===== src/design/bstq_pkg.sv =====
package bstq_pkg;

    localparam int QUEUE_DEPTH = 16;
    localparam int IDX_W       = (QUEUE_DEPTH > 1) ? $clog2(QUEUE_DEPTH) : 1;
    localparam int CFG_ADDR_W  = 1;
    localparam int CFG_DATA_W  = 31;

    typedef logic [IDX_W-1:0] idx_t;

    typedef enum logic [1:0] {
        CMD_APPEND = 2'd0,
        CMD_SKIP   = 2'd1,
        CMD_MARK   = 2'd2,
        CMD_QUERY  = 2'd3
    } cmd_t;

    typedef enum logic [CFG_ADDR_W-1:0] {
        REG_EXPIRE_MS = 1'd0,
        REG_GRID_MS   = 1'd1
    } cfg_reg_t;

    typedef struct packed {
        cmd_t        command;
        logic [23:0] byte_count;
        logic [47:0] time_ms;
    } in_t;

    typedef struct packed {
        logic        timed_out;
        logic [3:0]  queued_marks;
        logic [31:0] buffered_bytes;
    } out_t;

    function automatic idx_t ring_next(idx_t i);
        idx_t r;
        begin
            if (i == idx_t'(QUEUE_DEPTH - 1))
                r = '0;
            else
                r = i + idx_t'(1);
            return r;
        end
    endfunction

    function automatic idx_t ring_prev(idx_t i);
        idx_t r;
        begin
            if (i == '0)
                r = idx_t'(QUEUE_DEPTH - 1);
            else
                r = i - idx_t'(1);
            return r;
        end
    endfunction

    // marks held in the ring, (tail - head) mod depth, reported in 4 bits
    function automatic logic [3:0] mark_count(idx_t head, idx_t tail);
        int d;
        begin
            d = int'(tail) - int'(head);
            if (d < 0)
                d = d + QUEUE_DEPTH;
            return 4'(d);
        end
    endfunction

endpackage


===== src/design/byte_stream_timestamp_queue_top.sv =====
// Append adds to the byte counters; skip drains all, or subtracts and walks the head
// over marks whose data is consumed; mark and query subtract a stored time (newest mark,
// head mark), at most 15 marks held; one shared 50-bit subtractor does all magnitude compares.
// One transaction in flight, in_ready high only in idle; the next one is taken
// after out_valid rises, and a finished one waits in DONE while the last output is unread.
// Reset (rst_n, async, active low): counters, ring, output, expire_ms 0, grid 100; no mem clear.
module byte_stream_timestamp_queue_top (
    input  logic                                clk,
    input  logic                                rst_n,
    input  logic                                in_valid,
    output logic                                in_ready,
    input  bstq_pkg::in_t                       in_data,
    output logic                                out_valid,
    input  logic                                out_ready,
    output bstq_pkg::out_t                      out_data,
    input  logic                                cfg_we,
    input  logic [bstq_pkg::CFG_ADDR_W-1:0]     cfg_addr,
    input  logic [bstq_pkg::CFG_DATA_W-1:0]     cfg_wdata
);

    // Sequencer states
    typedef enum logic [3:0] {
        S_IDLE,
        S_APPEND,
        S_SKIP_CHK,
        S_SKIP_RD,
        S_SKIP_CMP,
        S_MARK_CHK,
        S_MARK_SUB,
        S_MARK_CMP,
        S_QRY_CHK,
        S_QRY_SUB,
        S_QRY_CMP,
        S_DONE
    } state_t;

    state_t                state_reg, state_next;

    // Latched transaction
    bstq_pkg::cmd_t        cmd_reg;
    logic [23:0]           cnt_reg;
    logic [47:0]           time_reg;

    // Configuration
    logic [30:0]           expire_reg;
    logic [15:0]           grid_reg;

    // Ring and counters
    bstq_pkg::idx_t        head_reg, head_next;
    bstq_pkg::idx_t        tail_reg, tail_next;
    bstq_pkg::idx_t        nh_reg, nh_next;
    logic [31:0]           cached_reg, cached_next;
    logic [31:0]           skipped_reg, skipped_next;
    logic [31:0]           buffered_reg, buffered_next;

    // Working registers
    logic [48:0]           diff_reg, diff_next;
    logic                  to_reg, to_next;

    // Output register
    logic                  out_valid_reg, out_valid_next;
    bstq_pkg::out_t        out_data_reg, out_data_next;

    // Mark memories (no reset: entries are only read after being written)
    logic [31:0]           mark_offset [bstq_pkg::QUEUE_DEPTH];
    logic [47:0]           mark_time   [bstq_pkg::QUEUE_DEPTH];
    bstq_pkg::idx_t        rd_addr;
    logic [31:0]           off_rd_reg;
    logic [47:0]           time_rd_reg;
    bstq_pkg::idx_t        wr_addr;
    logic                  we_off;
    logic                  we_time;

    // Shared subtractor: sign of (a - b) drives every magnitude compare
    logic [49:0]           alu_a, alu_b, alu_res;
    logic                  alu_neg;

    assign alu_res = alu_a - alu_b;
    assign alu_neg = alu_res[49];

    assign in_ready  = (state_reg == S_IDLE);
    assign out_valid = out_valid_reg;
    assign out_data  = out_data_reg;

    // Read address follows the state so the registered read lines up
    always_comb
    begin
        unique case (state_reg)
            S_SKIP_RD,
            S_SKIP_CMP:  rd_addr = nh_reg;
            S_MARK_CHK,
            S_MARK_SUB,
            S_MARK_CMP:  rd_addr = bstq_pkg::ring_prev(tail_reg);
            default:     rd_addr = head_reg;
        endcase
    end

    // Operand select for the shared subtractor
    always_comb
    begin
        unique case (state_reg)
            S_SKIP_CHK:
            begin
                alu_a = {26'd0, cnt_reg};
                alu_b = {18'd0, buffered_reg};
            end
            S_SKIP_CMP:
            begin
                alu_a = {18'd0, skipped_reg};
                alu_b = {18'd0, off_rd_reg};
            end
            S_MARK_SUB,
            S_QRY_SUB:
            begin
                alu_a = {2'd0, time_reg};
                alu_b = {2'd0, time_rd_reg};
            end
            S_MARK_CMP:
            begin
                alu_a = {diff_reg[48], diff_reg};
                alu_b = {34'd0, grid_reg};
            end
            S_QRY_CMP:
            begin
                alu_a = {19'd0, expire_reg};
                alu_b = {diff_reg[48], diff_reg};
            end
            default:
            begin
                alu_a = '0;
                alu_b = '0;
            end
        endcase
    end

    // Sequencer next-state logic
    always_comb
    begin
        state_next     = state_reg;
        head_next      = head_reg;
        tail_next      = tail_reg;
        nh_next        = nh_reg;
        cached_next    = cached_reg;
        skipped_next   = skipped_reg;
        buffered_next  = buffered_reg;
        diff_next      = diff_reg;
        to_next        = to_reg;
        out_valid_next = out_valid_reg;
        out_data_next  = out_data_reg;
        wr_addr        = tail_reg;
        we_off         = 1'b0;
        we_time        = 1'b0;

        if (out_valid_reg && out_ready)
            out_valid_next = 1'b0;

        unique case (state_reg)
            S_IDLE:
            begin
                if (in_valid)
                begin
                    to_next = 1'b0;
                    unique case (in_data.command)
                        bstq_pkg::CMD_APPEND: state_next = S_APPEND;
                        bstq_pkg::CMD_SKIP:   state_next = S_SKIP_CHK;
                        bstq_pkg::CMD_MARK:   state_next = S_MARK_CHK;
                        bstq_pkg::CMD_QUERY:  state_next = S_QRY_CHK;
                    endcase
                end
            end

            S_APPEND:
            begin
                cached_next   = cached_reg + {8'd0, cnt_reg};
                buffered_next = buffered_reg + {8'd0, cnt_reg};
                state_next    = S_DONE;
            end

            S_SKIP_CHK:
            begin
                if (!alu_neg)
                begin
                    // full drain: count >= buffered
                    head_next     = '0;
                    tail_next     = '0;
                    cached_next   = '0;
                    skipped_next  = '0;
                    buffered_next = '0;
                    state_next    = S_DONE;
                end
                else
                begin
                    buffered_next = buffered_reg - {8'd0, cnt_reg};
                    if (head_reg == tail_reg)
                        state_next = S_DONE;
                    else
                    begin
                        skipped_next = skipped_reg + {8'd0, cnt_reg};
                        nh_next      = bstq_pkg::ring_next(head_reg);
                        state_next   = S_SKIP_RD;
                    end
                end
            end

            S_SKIP_RD:
            begin
                if (nh_reg == tail_reg)
                    state_next = S_DONE;
                else
                    state_next = S_SKIP_CMP;
            end

            S_SKIP_CMP:
            begin
                // offset <= skipped: data of the head mark is consumed
                if (!alu_neg)
                begin
                    head_next  = nh_reg;
                    nh_next    = bstq_pkg::ring_next(nh_reg);
                    state_next = S_SKIP_RD;
                end
                else
                    state_next = S_DONE;
            end

            S_MARK_CHK:
            begin
                if (head_reg == tail_reg)
                begin
                    we_off     = 1'b1;
                    we_time    = 1'b1;
                    tail_next  = bstq_pkg::ring_next(tail_reg);
                    state_next = S_DONE;
                end
                else if (head_reg == bstq_pkg::ring_next(tail_reg))
                    state_next = S_DONE;
                else
                    state_next = S_MARK_SUB;
            end

            S_MARK_SUB:
            begin
                diff_next  = alu_res[48:0];
                state_next = S_MARK_CMP;
            end

            S_MARK_CMP:
            begin
                if (!alu_neg)
                begin
                    if (off_rd_reg == cached_reg)
                    begin
                        // no bytes since last mark: refresh its time
                        wr_addr = bstq_pkg::ring_prev(tail_reg);
                        we_time = 1'b1;
                    end
                    else
                    begin
                        we_off    = 1'b1;
                        we_time   = 1'b1;
                        tail_next = bstq_pkg::ring_next(tail_reg);
                    end
                end
                state_next = S_DONE;
            end

            S_QRY_CHK:
            begin
                if (head_reg == tail_reg || skipped_reg == cached_reg)
                    state_next = S_DONE;
                else
                    state_next = S_QRY_SUB;
            end

            S_QRY_SUB:
            begin
                diff_next  = alu_res[48:0];
                state_next = S_QRY_CMP;
            end

            S_QRY_CMP:
            begin
                to_next    = alu_neg;
                state_next = S_DONE;
            end

            S_DONE:
            begin
                if (!out_valid_reg || out_ready)
                begin
                    out_valid_next               = 1'b1;
                    out_data_next.timed_out      = to_reg;
                    out_data_next.queued_marks   = bstq_pkg::mark_count(head_reg, tail_reg);
                    out_data_next.buffered_bytes = buffered_reg;
                    state_next                   = S_IDLE;
                end
            end

            default:
            begin
                state_next = S_IDLE;
            end
        endcase
    end

    // Control state and registered outputs
    always_ff @(posedge clk or negedge rst_n)
    begin
        if (!rst_n)
        begin
            state_reg     <= S_IDLE;
            head_reg      <= '0;
            tail_reg      <= '0;
            nh_reg        <= '0;
            cached_reg    <= '0;
            skipped_reg   <= '0;
            buffered_reg  <= '0;
            to_reg        <= 1'b0;
            out_valid_reg <= 1'b0;
            out_data_reg  <= '0;
        end
        else
        begin
            state_reg     <= state_next;
            head_reg      <= head_next;
            tail_reg      <= tail_next;
            nh_reg        <= nh_next;
            cached_reg    <= cached_next;
            skipped_reg   <= skipped_next;
            buffered_reg  <= buffered_next;
            to_reg        <= to_next;
            out_valid_reg <= out_valid_next;
            out_data_reg  <= out_data_next;
        end
    end

    // Configuration registers
    always_ff @(posedge clk or negedge rst_n)
    begin
        if (!rst_n)
        begin
            expire_reg <= 31'd0;
            grid_reg   <= 16'd100;
        end
        else if (cfg_we)
        begin
            unique case (bstq_pkg::cfg_reg_t'(cfg_addr))
                bstq_pkg::REG_EXPIRE_MS: expire_reg <= cfg_wdata;
                bstq_pkg::REG_GRID_MS:   grid_reg   <= cfg_wdata[15:0];
            endcase
        end
    end

    // Transaction latch and working payload
    always_ff @(posedge clk)
    begin
        if (in_valid && in_ready)
        begin
            cmd_reg  <= in_data.command;
            cnt_reg  <= in_data.byte_count;
            time_reg <= in_data.time_ms;
        end
        diff_reg <= diff_next;
    end

    // Mark memories: one write port, one registered read port
    always_ff @(posedge clk)
    begin
        if (we_off)
            mark_offset[wr_addr] <= cached_reg;
        if (we_time)
            mark_time[wr_addr] <= time_reg;
        off_rd_reg  <= mark_offset[rd_addr];
        time_rd_reg <= mark_time[rd_addr];
    end

    // Assertions
    a_busy_after_accept: assert property (@(posedge clk) disable iff (!rst_n)
        (in_valid && in_ready) |=> !in_ready)
        else $error("input accepted while a transaction is in flight");

    a_drain_clears: assert property (@(posedge clk) disable iff (!rst_n)
        (state_reg == S_SKIP_CHK && !alu_neg) |=>
            (head_reg == '0 && tail_reg == '0 && buffered_reg == '0))
        else $error("full drain did not clear ring and counters");

    a_head_step: assert property (@(posedge clk) disable iff (!rst_n)
        (state_reg == S_SKIP_CMP) |=>
            (head_reg == $past(head_reg) || head_reg == bstq_pkg::ring_next($past(head_reg))))
        else $error("head moved by more than one entry in a walk step");

    a_idx_range: assert property (@(posedge clk) disable iff (!rst_n)
        (int'(head_reg) < bstq_pkg::QUEUE_DEPTH && int'(tail_reg) < bstq_pkg::QUEUE_DEPTH))
        else $error("ring index out of range");

    a_walk_only_on_skip: assert property (@(posedge clk) disable iff (!rst_n)
        (state_reg == S_SKIP_RD || state_reg == S_SKIP_CMP) |-> (cmd_reg == bstq_pkg::CMD_SKIP))
        else $error("head walk entered for a non-skip command");

endmodule

===== config.mk =====
export PLATFORM = sky130hd
export DESIGN_NAME = byte_stream_timestamp_queue_top
export DESIGN_NICKNAME = d
export VERILOG_FILES = /design/src/design/bstq_pkg.sv /design/src/design/byte_stream_timestamp_queue_top.sv
export SDC_FILE = /design/constraint.sdc
export NUM_CORES = 2
export LEC_CHECK = 0
export ABC_AREA = 1
export CAP_MARGIN = 20
export CORE_ASPECT_RATIO = 1.4
export CORE_UTILIZATION = 40
export DETAILED_ROUTE_END_ITERATION = 12
export DONT_BUFFER_PORTS = 1
export PLACE_DENSITY = 0.52
export SYNTH_ARGS = -nofsm -noshare
export SYNTH_HDL_FRONTEND = slang
export SYNTH_SLANG_ARGS = --single-unit
export TNS_END_PERCENT = 1

===== constraint.sdc =====
create_clock -name clk -period 10.95 [get_ports clk]
set_input_delay 2.19 -clock clk [delete_from_list [all_inputs] [get_ports clk]]
set_output_delay 2.19 -clock clk [all_outputs]
set_load 0.02 [all_outputs]

==> impl_metrics.yaml <==
status:
  status: "finished, final reports clean"
synthesis:
  synth_area_leaders: "edfxtp_1 (54%), dfrtp_1 (6.3%), nand2_1 (5.2%)"
  syn_area_per_cell_um2: 11.00
  syn-cell-area_mm2: 0.07722
  synth_fp_nets: 7290
  ys_seq_elements: 1679
  yosysTopAreaCellShare: 0.5448
  ys_warn_count: 0
  ys_seq_area_frac: 0.6298
  synthArstFlopShare: 0.1179
  synth-main-ff-cell: "edfxtp_1"
  synth_cells: 7021
  yosysUniqueCellTypes: 63
  yosys.area.top_type: "edfxtp_1"
  synth_edf_count: 1401
cts:
  clk_latency_ns: 0.87
  clockBufferDepth: 4
  cts_hold_buf: 0
  clkTransAtPathRegs_ns: 0.06
  cts_root_buf: "clkbuf_16"
  htree_num_levels: 4
  clkSinkCount: 1679
  cts-buffers-inserted: 180
  cts_tree: "yes"
  post_cts_resized: 0
  cts_setup_buffers: 0
detailed_routing:
  drt-initial-drc-count: 4863
  avgViaCountPerCell: 5.740
  drc: 0
  totalWireLength_um: 263000
  drtAntennaViolNets: 0
  via_count: 55000
  detail_route.first_pass.iterations: 5
  wire_per_inst_um: 27.45
critical_path:
  cp-start-kind: "register"
  endpoint: "mark_time[4][6]"
  startpoint: "state_reg[1]"
  crit_path_end_kind: "register"
  critPathMaxFanout: 88
  arrival_ns: 7.59
  r2r_cells: 28
  r2r_start: "state_reg[1]"
  rrSetupSlack_ns: 3.83
  path_class: "reg2reg"
  rr_endpoint: "mark_time[4][6]"
  crit_path_top_delay_cell: "buf_4"
  slowest_delay_ns: 0.66
  worstPathRequired_ns: 11.42
  worst_path_most_repeated_cell: "nand2_1"
grt:
  grt_usage: 0.2655
  antenna_found_initial: 17
  grt-ovfl-total: 0
  grt_pass1_wl_um: 379300
  grt_pass1_vias: 53490
  grt_max_degree: 205
floorplan:
  row_count: 190
  core_area_mm2: 0.1916
  die_h_um: 521.9
  start_util: 0.4030
  io-pin-count: 150
  die_area_mm2: 0.1948
  die_w_um: 373.3
layout:
  final_nets: 7203
  largest_reg_flops: 768
  drive_gt1_frac: 0.07576
  area_delta_synth_final_pct: 10.90
sta:
  finalSetupViolations: 0
  hold_violations: 0
  fin_crit_sh: 0.6504
  rsz0062_at_grt: "no"
  fin_setup_tns_ns: 0
  period_minus_slack_ns: 7.122
  skew_ns: 0.09760
  clock.fmax_mhz: 140.4
  worst_pin_slew_ns: 1.080
  finalWorstSetupSlack_ns: 3.828
  slew_viol_final: 0
  max_slew_margin: 0.2725
placement:
  gp_congestion: 0.9850
  io_buffer_count: 0
  hpwl_um: 168500
  place_ws_ns: 3.871
hold_path:
  hold_class: "reg2reg"
pwr:
  max-vdd-ir-drop_v: 0.0003593
  power.density_mw_per_mm2: 305.2
  cellLeakagePower_nw: 31.51
run:
  cap_viol_max_count: 0
[cells in the mapped netlist (83+ instances only)]
| library cell | n |
|---|---|
| nand2_1 | 1071 |
| edfxtp_1 | 1401 |
| o211ai_1 | 474 |
| buf_2 | 96 |
| dfrtp_1 | 195 |
| clkbuf_1 | 256 |
| xor2_1 | 85 |
| nor2_1 | 325 |
| o221ai_1 | 83 |
| nand3_1 | 200 |
| inv_1 | 700 |
| o21ai_0 | 674 |
| ha_1 | 152 |
| a21oi_1 | 528 |
| xnor2_1 | 90 |
[layout by cell type, fill, tap and decap left out, types with 18 or more instances in the layout]
master / synthesis / routed
a21oi_1: 528 / 528
a221oi_1: 55 / 55
a22o_1: 18 / 18
a22oi_1: 35 / 35
a31oi_1: 50 / 49
buf_4: 19 / 120
clkbuf_1: 256 / 43
clkbuf_16: 0 / 183
clkinv_1: 2 / 25
clkinv_2: 0 / 35
dfrtp_1: 195 / 195
dfxtp_1: 80 / 80
edfxtp_1: 1401 / 1401
ha_1: 152 / 152
inv_1: 700 / 697
nand2_1: 1071 / 1069
nand3_1: 200 / 200
nand4_1: 40 / 40
nor2_1: 325 / 288
nor2_4: 2 / 37
nor3_1: 33 / 33
o211ai_1: 474 / 474
o211ai_2: 49 / 49
o21ai_0: 674 / 674
o21ai_1: 76 / 76
o21bai_1: 21 / 21
o221ai_1: 83 / 83
o22ai_1: 52 / 52
xnor2_1: 90 / 90
xor2_1: 85 / 85
[metrics by stage]
stage / util / power, mW / hold WS [ns] / area, µm² / instances
2_1_floorplan: - / 16.00 / 0.4498 / 77220 / 7021
3_3_place_gp: 0.4170 / 20.19 / 0.4851 / 79900 / 9245
3_5_place_dp: 0.4173 / 20.18 / 0.4774 / 79950 / 9247
4_1_cts: 0.4466 / 26.20 / 0.5024 / 85580 / 9570
5_1_grt: 0.4468 / 27.48 / 0.5144 / 85620 / 9574
6_report: 0.4469 / 26.13 / 0.5080 / 85630 / 9581
[worst min path at each step]
stage	slack (ns)	cells past startpoint	start	to
final	0.51	2	expire_reg[13]	expire_reg[13]
after global placement	0.49	2	grid_reg[13]	grid_reg[13]
after floorplan	0.45	2	to_reg	out_data[36]
after detailed placement	0.48	2	grid_reg[11]	grid_reg[11]
after global routing	0.51	2	grid_reg[7]	grid_reg[7]
after CTS	0.50	2	grid_reg[13]	grid_reg[13]
[power breakdown]
part           internal (mW)  leakage, nW  switching [mW]
Clock                   3.38         2.76            2.58
Combinational           3.24         12.9            7.98
Sequential              7.94         15.9            1.01
[cell families (layout without fill, tap and decap cells)]
| logic type | count (synthesis) | in the layout | synth area share |
|---|---|---|---|
| AOI/OAI and AO/OA | 2170 | 2170 | 0.1742 |
| xor gates and xnor gates | 175 | 175 | 0.01985 |
| adders and majority gates | 158 | 158 | 0.02618 |
| buffers and inverters | 1112 | 1166 | 0.05775 |
| DFF | 1679 | 1679 | 0.6298 |
| muxes | 15 | 15 | 0.002187 |
| other | 0 | 10 | 0 |
| and+or+nand+nor | 1712 | 1712 | 0.09011 |
[critical path, delay by kind of cell (launching register included)]
kind / cells / cell delay (ns)
simple gates: 16 / 3.23
buf+inv: 6 / 1.99
compound gates: 5 / 0.59
flops: 1 / 0.39
fa+ha+maj: 1 / 0.32
[per-layer routing]
layer / wire length (µm) / GRT usage / up-vias
met2: 130400 / 0.4614 / 1686
met1: 106800 / 0.3280 / 27580
met5: 39 / 0 / -
met3: 12350 / 0.03210 / 516
met4: 13400 / 0.1265 / 6
li1: - / - / 25210
[area by class of cell]
type	count	area (µm²)
fillers	17870	106000
well taps	2496	3123
diodes	10	25.02
multi-input cells	4230	24440
clock inverters	83	696.9
flip-flops and latches	1679	48630
clock buffers	240	4933
inverters	715	2705
repair buffers	128	1084
(Power assumes the default switching activity.)
